### src/hw/rtl/acr_pkg.sv
package acr_pkg;

  localparam int unsigned ID_WIDTH     = 16;
  localparam int unsigned MARGIN_WIDTH = 8;
  localparam logic [MARGIN_WIDTH-1:0] MARGIN_RESET = 8'd1;

  typedef enum logic [0:0] {
    CMD_LOAD  = 1'b0,
    CMD_CHECK = 1'b1
  } acr_cmd_e;

  typedef enum logic [1:0] {
    AXIS_X = 2'd0,
    AXIS_Y = 2'd1,
    AXIS_Z = 2'd2
  } acr_axis_e;

  typedef struct packed {
    logic      hit;
    acr_axis_e axis;
  } acr_res_t;

endpackage

### src/hw/rtl/aabb_collision_resolve_top.sv
// Box collision resolver. A word with tuser 0 loads the moving box (position, size, velocity,
// id) and clears the supported flag; a word with tuser 1 checks one obstacle box against it and
// gives at most one result word: the push axis in tuser and the signed, saturated push with the
// supported flag in tdata. One word is taken per cycle, with no gaps while s_axis_tready is high;
// a result leaves through the input register, resolve logic and result register, and a stalled
// result register holds back the input through s_axis_tready. Margin is written through cfg_we_i
// by the user only while the stream is idle (not enforced by the block) and resets to 1.
module aabb_collision_resolve_top #(
  parameter int unsigned COORD_WIDTH = 24
) (
  input  logic                                        clk_i,
  input  logic                                        rst_ni,
  input  logic                                        cfg_we_i,
  input  logic [acr_pkg::MARGIN_WIDTH-1:0]            cfg_wdata_i,
  input  logic                                        s_axis_tvalid,
  output logic                                        s_axis_tready,
  // pos_x, pos_y, pos_z, size_x, size_y, size_z, vel_x, vel_y, vel_z, body_id
  input  logic [((9*COORD_WIDTH+10+7)/8)*8-1:0]       s_axis_tdata,
  // cmd
  input  logic [0:0]                                  s_axis_tuser,
  output logic                                        m_axis_tvalid,
  input  logic                                        m_axis_tready,
  // push_amount, supported_seen
  output logic [((COORD_WIDTH+3+7)/8)*8-1:0]          m_axis_tdata,
  // push_axis
  output logic [1:0]                                  m_axis_tuser
);
  import acr_pkg::*;

  localparam int unsigned CW      = COORD_WIDTH;
  localparam int unsigned SW      = COORD_WIDTH - 2;
  localparam int unsigned IN_BITS = 9*COORD_WIDTH + 10;
  localparam int unsigned OUT_W   = ((COORD_WIDTH+3+7)/8)*8;

  logic               s1_valid_d, s1_valid_q;
  logic [IN_BITS-1:0] s1_data_q;
  acr_cmd_e           s1_cmd_q;
  logic               adv, fire, load, hit;
  logic               out_valid_d, out_valid_q;
  acr_axis_e          out_axis_q;
  logic signed [CW+1:0] out_amount_q;
  logic               out_sup_q;

  logic signed [CW-1:0] in_pos_x, in_pos_y, in_pos_z, in_vel_x, in_vel_y, in_vel_z;
  logic [SW-1:0]        in_size_x, in_size_y, in_size_z;
  logic [ID_WIDTH-1:0]  in_id;

  logic signed [CW-1:0] mov_pos_x, mov_pos_y, mov_pos_z, mov_vel_x, mov_vel_y, mov_vel_z;
  logic [SW-1:0]        mov_size_x, mov_size_y, mov_size_z;
  logic [ID_WIDTH-1:0]  mov_id;
  logic [MARGIN_WIDTH-1:0] margin;
  logic                 support;
  acr_res_t             res;
  logic signed [CW+1:0] push_amount;

  assign adv           = !out_valid_q || m_axis_tready;
  assign fire          = s1_valid_q && adv;
  assign s_axis_tready = !s1_valid_q || adv;
  assign load          = fire && (s1_cmd_q == CMD_LOAD);
  assign hit           = fire && (s1_cmd_q == CMD_CHECK) && res.hit;

  assign s1_valid_d = s_axis_tready ? s_axis_tvalid : s1_valid_q;

  always_ff @(posedge clk_i or negedge rst_ni) begin
    if (!rst_ni) begin
      s1_valid_q <= 1'b0;
    end else begin
      s1_valid_q <= s1_valid_d;
    end
  end

  always_ff @(posedge clk_i) begin
    if (s_axis_tvalid && s_axis_tready) begin
      s1_data_q <= s_axis_tdata[IN_BITS-1:0];
      s1_cmd_q  <= acr_cmd_e'(s_axis_tuser[0]);
    end
  end

  assign in_pos_x  = s1_data_q[CW-1:0];
  assign in_pos_y  = s1_data_q[2*CW-1:CW];
  assign in_pos_z  = s1_data_q[3*CW-1:2*CW];
  assign in_size_x = s1_data_q[3*CW+SW-1:3*CW];
  assign in_size_y = s1_data_q[3*CW+2*SW-1:3*CW+SW];
  assign in_size_z = s1_data_q[3*CW+3*SW-1:3*CW+2*SW];
  assign in_vel_x  = s1_data_q[4*CW+3*SW-1:3*CW+3*SW];
  assign in_vel_y  = s1_data_q[5*CW+3*SW-1:4*CW+3*SW];
  assign in_vel_z  = s1_data_q[6*CW+3*SW-1:5*CW+3*SW];
  assign in_id     = s1_data_q[IN_BITS-1:6*CW+3*SW];

  acr_box_state #(
    .COORD_WIDTH(COORD_WIDTH)
  ) u_state (
    .clk_i       (clk_i),
    .rst_ni      (rst_ni),
    .load_i      (load),
    .hit_i       (hit),
    .cfg_we_i    (cfg_we_i),
    .cfg_wdata_i (cfg_wdata_i),
    .pos_x_i     (in_pos_x),
    .pos_y_i     (in_pos_y),
    .pos_z_i     (in_pos_z),
    .size_x_i    (in_size_x),
    .size_y_i    (in_size_y),
    .size_z_i    (in_size_z),
    .vel_x_i     (in_vel_x),
    .vel_y_i     (in_vel_y),
    .vel_z_i     (in_vel_z),
    .body_id_i   (in_id),
    .mov_pos_x_o (mov_pos_x),
    .mov_pos_y_o (mov_pos_y),
    .mov_pos_z_o (mov_pos_z),
    .mov_size_x_o(mov_size_x),
    .mov_size_y_o(mov_size_y),
    .mov_size_z_o(mov_size_z),
    .mov_vel_x_o (mov_vel_x),
    .mov_vel_y_o (mov_vel_y),
    .mov_vel_z_o (mov_vel_z),
    .mov_id_o    (mov_id),
    .margin_o    (margin),
    .support_o   (support)
  );

  acr_resolve #(
    .COORD_WIDTH(COORD_WIDTH)
  ) u_resolve (
    .mov_pos_x_i  (mov_pos_x),
    .mov_pos_y_i  (mov_pos_y),
    .mov_pos_z_i  (mov_pos_z),
    .mov_size_x_i (mov_size_x),
    .mov_size_y_i (mov_size_y),
    .mov_size_z_i (mov_size_z),
    .mov_vel_x_i  (mov_vel_x),
    .mov_vel_y_i  (mov_vel_y),
    .mov_vel_z_i  (mov_vel_z),
    .mov_id_i     (mov_id),
    .pos_x_i      (in_pos_x),
    .pos_y_i      (in_pos_y),
    .pos_z_i      (in_pos_z),
    .size_x_i     (in_size_x),
    .size_y_i     (in_size_y),
    .size_z_i     (in_size_z),
    .body_id_i    (in_id),
    .margin_i     (margin),
    .res_o        (res),
    .push_amount_o(push_amount)
  );

  assign out_valid_d = adv ? hit : out_valid_q;

  always_ff @(posedge clk_i or negedge rst_ni) begin
    if (!rst_ni) begin
      out_valid_q <= 1'b0;
    end else begin
      out_valid_q <= out_valid_d;
    end
  end

  // flag after a hit is always set
  always_ff @(posedge clk_i) begin
    if (hit) begin
      out_axis_q   <= res.axis;
      out_amount_q <= push_amount;
      out_sup_q    <= 1'b1;
    end
  end

  assign m_axis_tvalid = out_valid_q;
  assign m_axis_tdata  = OUT_W'({out_sup_q, out_amount_q});
  assign m_axis_tuser  = out_axis_q;

  a_result_from_check: assert property (@(posedge clk_i) disable iff (!rst_ni)
    (fire && res.hit && s1_cmd_q == CMD_LOAD) |=> !out_valid_q || $past(out_valid_q))
    else $error("load word produced a result");

  a_result_supported: assert property (@(posedge clk_i) disable iff (!rst_ni)
    (out_valid_q && $past(hit)) |-> support && out_sup_q)
    else $error("result without supported flag");

  a_load_clears_flag: assert property (@(posedge clk_i) disable iff (!rst_ni)
    load |=> !support)
    else $error("load did not clear supported flag");

  a_stall_holds_input: assert property (@(posedge clk_i) disable iff (!rst_ni)
    (s1_valid_q && !adv) |=> s1_valid_q && $stable(s1_data_q))
    else $error("stalled input word lost");

endmodule

### src/hw/rtl/acr_box_state.sv
module acr_box_state #(
  parameter int unsigned COORD_WIDTH = 24
) (
  input  logic                                  clk_i,
  input  logic                                  rst_ni,
  input  logic                                  load_i,
  input  logic                                  hit_i,
  input  logic                                  cfg_we_i,
  input  logic [acr_pkg::MARGIN_WIDTH-1:0]      cfg_wdata_i,
  input  logic signed [COORD_WIDTH-1:0]         pos_x_i,
  input  logic signed [COORD_WIDTH-1:0]         pos_y_i,
  input  logic signed [COORD_WIDTH-1:0]         pos_z_i,
  input  logic [COORD_WIDTH-3:0]                size_x_i,
  input  logic [COORD_WIDTH-3:0]                size_y_i,
  input  logic [COORD_WIDTH-3:0]                size_z_i,
  input  logic signed [COORD_WIDTH-1:0]         vel_x_i,
  input  logic signed [COORD_WIDTH-1:0]         vel_y_i,
  input  logic signed [COORD_WIDTH-1:0]         vel_z_i,
  input  logic [acr_pkg::ID_WIDTH-1:0]          body_id_i,
  output logic signed [COORD_WIDTH-1:0]         mov_pos_x_o,
  output logic signed [COORD_WIDTH-1:0]         mov_pos_y_o,
  output logic signed [COORD_WIDTH-1:0]         mov_pos_z_o,
  output logic [COORD_WIDTH-3:0]                mov_size_x_o,
  output logic [COORD_WIDTH-3:0]                mov_size_y_o,
  output logic [COORD_WIDTH-3:0]                mov_size_z_o,
  output logic signed [COORD_WIDTH-1:0]         mov_vel_x_o,
  output logic signed [COORD_WIDTH-1:0]         mov_vel_y_o,
  output logic signed [COORD_WIDTH-1:0]         mov_vel_z_o,
  output logic [acr_pkg::ID_WIDTH-1:0]          mov_id_o,
  output logic [acr_pkg::MARGIN_WIDTH-1:0]      margin_o,
  output logic                                  support_o
);
  import acr_pkg::*;

  logic support_d, support_q;
  logic [MARGIN_WIDTH-1:0] margin_q;

  always_comb begin
    support_d = support_q;
    if (load_i) begin
      support_d = 1'b0;
    end else if (hit_i) begin
      support_d = 1'b1;
    end
  end

  always_ff @(posedge clk_i or negedge rst_ni) begin
    if (!rst_ni) begin
      support_q <= 1'b0;
      margin_q  <= MARGIN_RESET;
    end else begin
      support_q <= support_d;
      if (cfg_we_i) begin
        margin_q <= cfg_wdata_i;
      end
    end
  end

  // moving box resets to an all-zero box with id 0
  always_ff @(posedge clk_i or negedge rst_ni) begin
    if (!rst_ni) begin
      mov_pos_x_o  <= '0;
      mov_pos_y_o  <= '0;
      mov_pos_z_o  <= '0;
      mov_size_x_o <= '0;
      mov_size_y_o <= '0;
      mov_size_z_o <= '0;
      mov_vel_x_o  <= '0;
      mov_vel_y_o  <= '0;
      mov_vel_z_o  <= '0;
      mov_id_o     <= '0;
    end else if (load_i) begin
      mov_pos_x_o  <= pos_x_i;
      mov_pos_y_o  <= pos_y_i;
      mov_pos_z_o  <= pos_z_i;
      mov_size_x_o <= size_x_i;
      mov_size_y_o <= size_y_i;
      mov_size_z_o <= size_z_i;
      mov_vel_x_o  <= vel_x_i;
      mov_vel_y_o  <= vel_y_i;
      mov_vel_z_o  <= vel_z_i;
      mov_id_o     <= body_id_i;
    end
  end

  assign margin_o  = margin_q;
  assign support_o = support_q;

endmodule

### src/hw/rtl/acr_resolve.sv
module acr_resolve #(
  parameter int unsigned COORD_WIDTH = 24
) (
  input  logic signed [COORD_WIDTH-1:0]    mov_pos_x_i,
  input  logic signed [COORD_WIDTH-1:0]    mov_pos_y_i,
  input  logic signed [COORD_WIDTH-1:0]    mov_pos_z_i,
  input  logic [COORD_WIDTH-3:0]           mov_size_x_i,
  input  logic [COORD_WIDTH-3:0]           mov_size_y_i,
  input  logic [COORD_WIDTH-3:0]           mov_size_z_i,
  input  logic signed [COORD_WIDTH-1:0]    mov_vel_x_i,
  input  logic signed [COORD_WIDTH-1:0]    mov_vel_y_i,
  input  logic signed [COORD_WIDTH-1:0]    mov_vel_z_i,
  input  logic [acr_pkg::ID_WIDTH-1:0]     mov_id_i,
  input  logic signed [COORD_WIDTH-1:0]    pos_x_i,
  input  logic signed [COORD_WIDTH-1:0]    pos_y_i,
  input  logic signed [COORD_WIDTH-1:0]    pos_z_i,
  input  logic [COORD_WIDTH-3:0]           size_x_i,
  input  logic [COORD_WIDTH-3:0]           size_y_i,
  input  logic [COORD_WIDTH-3:0]           size_z_i,
  input  logic [acr_pkg::ID_WIDTH-1:0]     body_id_i,
  input  logic [acr_pkg::MARGIN_WIDTH-1:0] margin_i,
  output acr_pkg::acr_res_t                res_o,
  output logic signed [COORD_WIDTH+1:0]    push_amount_o
);
  import acr_pkg::*;

  // working width: every sum below stays exact
  localparam int unsigned W = COORD_WIDTH + 4;
  localparam logic signed [W-1:0] PUSH_MAX = {{(W-COORD_WIDTH-1){1'b0}}, {(COORD_WIDTH+1){1'b1}}};
  localparam logic signed [W-1:0] PUSH_MIN = ~PUSH_MAX;

  logic signed [W-1:0] mpx, mpy, mpz, msx, msy, msz, mvz;
  logic signed [W-1:0] px, py, pz, sx, sy, sz, mg;
  logic signed [W-1:0] mx_hi, my_hi, mz_hi, ox_hi, oy_hi, oz_hi, z0, z0_hi;
  logic signed [W-1:0] dxn, dxp, dyn, dyp, best, amount, amount_sat;
  logic                overlap, was_z, side_pos, vx_nz, vy_nz;
  acr_axis_e           axis;

  assign mpx = $signed({{4{mov_pos_x_i[COORD_WIDTH-1]}}, mov_pos_x_i});
  assign mpy = $signed({{4{mov_pos_y_i[COORD_WIDTH-1]}}, mov_pos_y_i});
  assign mpz = $signed({{4{mov_pos_z_i[COORD_WIDTH-1]}}, mov_pos_z_i});
  assign mvz = $signed({{4{mov_vel_z_i[COORD_WIDTH-1]}}, mov_vel_z_i});
  assign msx = $signed({6'b0, mov_size_x_i});
  assign msy = $signed({6'b0, mov_size_y_i});
  assign msz = $signed({6'b0, mov_size_z_i});
  assign px  = $signed({{4{pos_x_i[COORD_WIDTH-1]}}, pos_x_i});
  assign py  = $signed({{4{pos_y_i[COORD_WIDTH-1]}}, pos_y_i});
  assign pz  = $signed({{4{pos_z_i[COORD_WIDTH-1]}}, pos_z_i});
  assign sx  = $signed({6'b0, size_x_i});
  assign sy  = $signed({6'b0, size_y_i});
  assign sz  = $signed({6'b0, size_z_i});
  assign mg  = $signed({{(W-MARGIN_WIDTH){1'b0}}, margin_i});

  assign mx_hi = mpx + msx;
  assign my_hi = mpy + msy;
  assign mz_hi = mpz + msz;
  assign ox_hi = px + sx;
  assign oy_hi = py + sy;
  assign oz_hi = pz + sz;
  assign z0    = mpz - mvz;
  assign z0_hi = z0 + msz;

  // inclusive in x and y, strict in z
  assign overlap = (body_id_i != mov_id_i) &&
                   !(mx_hi < px) && !(mpx > ox_hi) &&
                   !(my_hi < py) && !(mpy > oy_hi) &&
                   !(mz_hi <= pz) && !(mpz >= oz_hi);
  assign was_z   = !(z0_hi <= pz) && !(z0 >= oz_hi);

  assign dxn   = mx_hi - px;
  assign dxp   = ox_hi - mpx;
  assign dyn   = my_hi - py;
  assign dyp   = oy_hi - mpy;
  assign vx_nz = (mov_vel_x_i != '0);
  assign vy_nz = (mov_vel_y_i != '0);

  always_comb begin
    best     = '0;
    axis     = AXIS_X;
    side_pos = 1'b0;
    amount   = '0;
    if (was_z) begin
      if (vx_nz) begin
        best = dxn;
        if (dxp + mg < dxn) begin
          best     = dxp;
          side_pos = 1'b1;
        end
      end
      if (vy_nz) begin
        if (!vx_nz) begin
          best = dyn;
          axis = AXIS_Y;
        end
        if (dyn + mg < best) begin
          best     = dyn;
          axis     = AXIS_Y;
          side_pos = 1'b0;
        end
        if (dyp + mg < best) begin
          best     = dyp;
          axis     = AXIS_Y;
          side_pos = 1'b1;
        end
      end
      amount = side_pos ? (best + mg) : -(best + mg);
    end else begin
      axis = AXIS_Z;
      if (mov_vel_z_i > 0) begin
        amount = pz - mz_hi;
      end else begin
        amount = oz_hi - mpz;
      end
    end
  end

  always_comb begin
    amount_sat = amount;
    if (amount > PUSH_MAX) begin
      amount_sat = PUSH_MAX;
    end else if (amount < PUSH_MIN) begin
      amount_sat = PUSH_MIN;
    end
  end

  assign res_o.hit     = overlap;
  assign res_o.axis    = axis;
  assign push_amount_o = amount_sat[COORD_WIDTH+1:0];

endmodule
### config.mk
export PLATFORM = sky130hd
export DESIGN_NAME = aabb_collision_resolve_top
export DESIGN_NICKNAME = d
export VERILOG_FILES = /design/src/hw/rtl/acr_pkg.sv /design/src/hw/rtl/aabb_collision_resolve_top.sv /design/src/hw/rtl/acr_box_state.sv /design/src/hw/rtl/acr_resolve.sv
export SDC_FILE = /design/constraint.sdc
export NUM_CORES = 2
export LEC_CHECK = 0
export BUFFER_PORTS_ARGS = -buffer_cell sky130_fd_sc_hd__buf_2
export CORE_UTILIZATION = 56
export DETAILED_ROUTE_END_ITERATION = 10
export GPL_TIMING_DRIVEN = 1
export PLACE_DENSITY_LB_ADDON = 0.12
export SETUP_SLACK_MARGIN = 0.3
export SLEW_MARGIN = 5
export SYNTH_ARGS = -nofsm -noshare
export SYNTH_HDL_FRONTEND = slang
export SYNTH_SLANG_ARGS = --single-unit
### constraint.sdc
create_clock -name clk_i -period 15.4 [get_ports clk_i]
set_input_delay 2.31 -clock clk_i [delete_from_list [all_inputs] [get_ports clk_i]]
set_output_delay 2.31 -clock clk_i [all_outputs]
set_load 0.02 [all_outputs]
Word-level counts from Yosys, hierarchy flattened
Index checks and enable logic that the tools add are counted.
Storage, ports and cells
  flip-flop bits (word level): 491
  bits of input ports: 246
  output and inout port bits: 36
  logic and storage cells: 105
Operators by class
  add/sub/neg operators: 19
  magnitude comparators: 14
  eq/ne operators: 1
  multiplexer cells: 25
  bitwise logic cells: 1
  reduce and logical (&&, ||, !) cells: 27
Operators by type and width (count)
  $mux W28: 14
  $add A24 B23 Y25: 6
  $sub A25 B24 Y26: 5
  $add A28 B9 Y28: 4
  $lt A28 B28 Y1: 3
  $gt A24 B25 Y1: 2
  $lt A25 B24 Y1: 2
  $reduce_bool A24 Y1: 2
  $gt A28 B26 Y1 const B: 1
  $le A28 B24 Y1: 1
  $lt A28 B26 Y1 const B: 1
  $neg A28 Y28: 1
  $add A25 B23 Y26: 1
  $mux W26: 1
  $sub A24 B25 Y26: 1
  $ge A24 B25 Y1: 1
  $ge A25 B25 Y1: 1
  $le A25 B24 Y1: 1
  $sub A24 B24 Y25: 1
  $gt A24 B1 Y1 const B: 1
  $ne A16 B16 Y1: 1
  $logic_and A1 B1 Y1: 12
  $logic_not A1 Y1: 10
  $mux W1: 9
  4 further kinds: 5

Logic depth before layout (Yosys ltp)
  depth in word-level cells: 23
  depth in mapped cells: 89

By module
From an unflattened synthesis, not the netlist that was laid out.
Unflattened totals
  cells, all modules: 4352
  area total of the unflattened synthesis: 41526.1 um2
By module, submodules not included
  acr_resolve: instances 1, cells each 3583, area an instance 24873.9 um2, sequential area each 0.0 um2
  acr_box_state: instances 1, cells each 496, area an instance 8818.5 um2, sequential area each 5881.9 um2
  aabb_collision_resolve_top: instances 1, cells each 273, area an instance 7833.8 um2, sequential area each 7707.4 um2

Worst setup path before layout
No wires, ideal clock.
  path type: register to register
  from: register s1_data_q[0]
  to: register out_amount_q[11] (data pin)
  setup time: 280 ps
  arrival time: 16249 ps
  data required time: 15120 ps
  path slack: -1129 ps
  stages on the path, launching flop included: 83
  period minus slack after synthesis: 16529 ps
  path through: edfxtp_1 ha_1 inv_1 fa_1 nor2b_1 o21ai_0 a21boi_0 o21ai_0 a21boi_0 o21ai_0 a21boi_0 o21ai_0 a21boi_0 o21ai_0 a21boi_0 o21a_1 o21ai_0 a2111oi_0 [... 47 more ...] a21oi_1 o21bai_1 a21oi_1 nor2b_1 nor2_1 o21bai_1 a21oi_1 or4_4 o211ai_4 and3_1 mux2_2 o22a_1 or3_4 nor3b_1 o21bai_1 o211ai_2 buf_2 o311ai_2
On the way
  longest elaborated chain between the ends: 23
  elaborated cells on any way between the ends: 31
  classes of those cells: add/sub: 6; order compare: 5; mux: 20
RTL lines
  start: declaration: RTL line aabb_collision_resolve_top.sv:36  | logic [IN_BITS-1:0] s1_data_q;
  start signal: assignment: RTL line aabb_collision_resolve_top.sv:74  | s1_data_q <= s_axis_tdata[IN_BITS-1:0];
  $add A24 B23 Y25: RTL line acr_resolve.sv:57  | assign ox_hi = px + sx;
  $sub A25 B24 Y26: RTL line acr_resolve.sv:71  | assign dxp = ox_hi - mpx;
  $add A28 B9 Y28: RTL line acr_resolve.sv:85  | if (dxp + mg < dxn) begin
  $lt A28 B28 Y1: RTL line acr_resolve.sv:85
  $mux W28: RTL line acr_resolve.sv:85
  $mux W28: RTL line acr_resolve.sv:83  | if (vx_nz) begin
  $mux W28: RTL line acr_resolve.sv:91  | if (!vx_nz) begin
  $mux W28: RTL line acr_resolve.sv:90  | if (vy_nz) begin
  [... 7 more ...]
  $mux W28: RTL line acr_resolve.sv:90
  $mux W28: RTL line acr_resolve.sv:82  | if (was_z) begin
  $add A28 B9 Y28: RTL line acr_resolve.sv:106  | amount = side_pos ? (best + mg) : -(best + mg);
  $neg A28 Y28: RTL line acr_resolve.sv:106
  $mux W28 (*): RTL line acr_resolve.sv:106
  $mux W28 (*): RTL line acr_resolve.sv:82
  $lt A28 B26 Y1: RTL line acr_resolve.sv:121  | end else if (amount < PUSH_MIN) begin
  $mux W26: RTL line acr_resolve.sv:121
  end signal: assignment: RTL line aabb_collision_resolve_top.sv:162  | out_amount_q <= push_amount;
  end: declaration: RTL line aabb_collision_resolve_top.sv:41  | logic signed [CW+1:0] out_amount_q;
Mark *: on every way between the ends. The rest lies on a longest branch, timed or not. The select of a mux whose other input is x is not followed.
A chain may end at the register's enable or synchronous reset.

Final worst setup path
  from: register s1_data_q[72]
  to: register out_amount_q[2] (data pin)
On the way
  longest elaborated chain between the ends: 23
  elaborated cells on any way between the ends: 30
  classes of those cells: add/sub: 5; order compare: 5; mux: 20
RTL lines (RTL line)
  $add A24 B23 Y25 (*): acr_resolve.sv:57
  $sub A25 B24 Y26 (*): acr_resolve.sv:71
  $add A28 B9 Y28: acr_resolve.sv:85
  $lt A28 B28 Y1: acr_resolve.sv:85
  $mux W28: acr_resolve.sv:85
  $mux W28: acr_resolve.sv:83
  $mux W28: acr_resolve.sv:91
  $mux W28: acr_resolve.sv:90
  [... 7 more ...]
  $mux W28: acr_resolve.sv:90
  $mux W28: acr_resolve.sv:82
  $add A28 B9 Y28: acr_resolve.sv:106
  $neg A28 Y28: acr_resolve.sv:106
  $mux W28 (*): acr_resolve.sv:106
  $mux W28 (*): acr_resolve.sv:82
  $lt A28 B26 Y1: acr_resolve.sv:121
  $mux W26: acr_resolve.sv:121
Marks and branches as above.

==> impl_metrics.toml <==
[critical_path]
r2r_cells = 91
endpoint = "out_amount_q[2]"
critPathCaptureType = "register"
r2r-start = "s1_data_q[72]"
arrival_ns = 16.56
critical_path_required_ns = 15.86
start_kind = "register"
crit_path_start = "s1_data_q[72]"
crit_path_frequent_cell = "a21oi_2"
cp_slowest_stage_delay_ns = 0.44
crit_fanout = 7
r2r_slack_ns = -0.70
cp_slowest_cell = "or3b_4"
criticalPathCategory = "register to register"
rr_endpoint = "out_amount_q[2]"

[sta]
timing.final.ws_setup_ns = -0.6996
whs_ns = 0.4493
fmax_mhz = 62.11
fin_crit_sh = 1.045
hold_viol = 0
relSlewSlack = 0.2826
rsz0062_at_grt = "true"
timing.final.max_slew_violations = 0
worst_clock_skew_ns = 0.03213
setup_tns_ns = -16.17
worstMarginPinSlew_ns = 1.066
finalSetupViolations = 26
timing.final.crit_period_ns = 16.10

[synthesis]
async_flop_share = 0.4807
syn_inst = 4339
synth_area_leaders = "edfxtp_1 (19%), ha_1 (15%), dfrtp_1 (14%)"
synth_top_family_by_area = "compound AO/OA/AOI/OAI gates"
synthAdderAreaFrac = 0.1624
yosys.area_share.simple = 0.1313
synth-edff-count = 255
syn-cell-area_sq_um = 40650
yosysUniqueCellTypes = 101
yosysTopAreaCell = "edfxtp_1"
synth_top_cell_area_share = 0.1884
synth_common_cells = "ha_1 (499), inv_1 (391), a21oi_1 (300)"
synth_compound_area_frac = 0.1916
post-synth-top-count-cell = "ha_1"
synth-xor-area-share = 0.08587
ys_ff_latch = 491
syn_area_per_cell_sq_um = 9.369
synth.yosys.seq_area_share = 0.3337
yosys_warnings = 0
synthMuxAreaShare = 0.04930
yosys_most_used_dff = "edfxtp_1"

[cts]
clk_latency_ns = 0.65
cts-root-buf = "clkbuf_16"
clkTransAtPathRegs_ns = 0.07
h-tree-depth = 2
cts_inserted_buffers = 54
clock_sinks = 491
cts_tree = "yes"
clockBufferDepth = 3

[hold_path]
hold_class = "register to register"

[grt]
grt_pass1_wl_mm = 177.9
grt_pass1_vias = 34230
grt_overflow = 0
grt_max_degree = 151
gr-usage-all-layers = 0.3001
antenna_found_initial = 8

[placed_design]
dp_hpwl_mm = 87.97
placed_area_sq_um = 46690
place_congestion = 0.9740
portBuffers = 269

[detailed_routing]
firstDrtPassIters = 8
vias = 35150
drt_iter0_markers = 2465
avgRoutedWirePerCell_microns = 18.48
drt-total-wl_mm = 113.5
viasPerCell = 5.722
drc_errors = 0
ant_nets = 0

[cells_and_area]
final_net_count = 5904
synthToLayoutAreaGrowth_pct = 24.30
stdcell_area_sq_um = 50530
drive_above_1_share = 0.2554
fillers = 5569
post-route-util = 0.7057

[die]
dieArea_sq_um = 73680
initial_core_util = 0.5677
row_count = 98
die_y_microns = 271.4
core-area_sq_um = 71610
io_pins = 282
die_w_microns = 271.4

[run_status]
status = "complete, but fails checks"
violations = "setup timing"

[flow_run]
maxCapViolations = 0
==> repair_timing <==
action,4_1_cts,5_1_grt
gates resized for setup,143,110
hold buffers,0,0
pin swaps,84,101
setup buffers,54,34
gates cloned,1,3
setup endpoints to repair,26,26
==> per-layer routing <==
metal,vias up,share of wire,GRT usage
li1,17410,-,-
met1,16730,0.45,0.4105
met2,813,0.47,0.4986
met3,194,0.046,0.02866
met4,4,0.034,0.09965
met5,-,0.00024,0
==> sequential cells by signal, summed over array words and instances (netlist names), 2 cells and up <==
name / cells
u_state.mov_pos_x_o: 24
m_axis_tuser: 2
s1_data_q: 226
u_state.mov_size_z_o: 22
u_state.mov_id_o: 16
u_state.mov_size_x_o: 22
u_state.margin_o: 8
u_state.mov_size_y_o: 22
u_state.mov_vel_y_o: 24
u_state.mov_pos_y_o: 24
u_state.mov_vel_x_o: 24
out_amount_q: 26
u_state.mov_pos_z_o: 24
u_state.mov_vel_z_o: 24
==> cell families (layout without fill, tap and decap cells) <==
logic type / count (synthesis) / count (layout)
compound gates: 1183 / 1183
xor+xnor: 396 / 396
fa+ha+maj: 517 / 517
buf+inv: 482 / 1326
flops: 491 / 491
mux: 182 / 182
other cells: 2 / 12
simple gates: 1086 / 1086
==> worst max-delay path, delay by kind of cell, from the launching register on <==
family	cells	cell delay, ns
buffers and inverters	14	2.18
xor gates and xnor gates	4	0.66
muxes	1	0.12
AOI/OAI and AO/OA	38	6.10
adders and majority gates	7	1.78
DFF	1	0.40
and+or+nand+nor	27	4.67
==> through the flow <==
stage / worst slack (ns) / cells
floorplan: 0.3020 / 4343
global placement: -1.003 / 5943
detailed placement: -1.434 / 5943
CTS: -0.4979 / 6100
global route: -1.477 / 6141
finish: -0.6996 / 6143
==> how the worst min path moves through the flow <==
| stage | start | end | depth (start not counted) |
|---|---|---|---|
| 6_report | s1_data_q[191] | u_state.mov_vel_z_o[5] | 2 |
| 5_1_grt | s1_data_q[170] | u_state.mov_vel_y_o[8] | 1 |
| 3_5_place_dp | s1_data_q[202] | u_state.mov_vel_z_o[16] | 2 |
| 2_1_floorplan | s1_data_q[196] | u_state.mov_vel_z_o[10] | 2 |
| 4_1_cts | s1_data_q[194] | u_state.mov_vel_z_o[8] | 2 |
| 3_3_place_gp | s1_data_q[187] | u_state.mov_vel_z_o[1] | 2 |
==> final cells by class <==
type                       instances  area, sq um  area share
antenna                            6        15.01   0.0002971
timing repair buffer             833         5837      0.1155
sequential                       491        13560      0.2684
inverter                         391         1468     0.02904
clock buffer                      75         1510     0.02989
clock inverter                    27        339.1    0.006710
tap                              950         1189     0.02352
multi-input combinational       3370        26610      0.5266
==> layout by cell type, fill, tap and decap left out, types with 103 or more instances in the layout <==
master and count:
nand2_1 287, inv_1 389, dfrtp_1 235, xor2_1 105, ha_1 483, mux2_2 143
buf_4 531, xnor2_1 284, edfxtp_1 255, nor2_1 241, a21oi_1 273, o21ai_0 251
nor3_1 103, buf_2 268
Power is not shown: default switching activity piles up to over one toggle a cycle in this logic, so the estimate is an artifact.
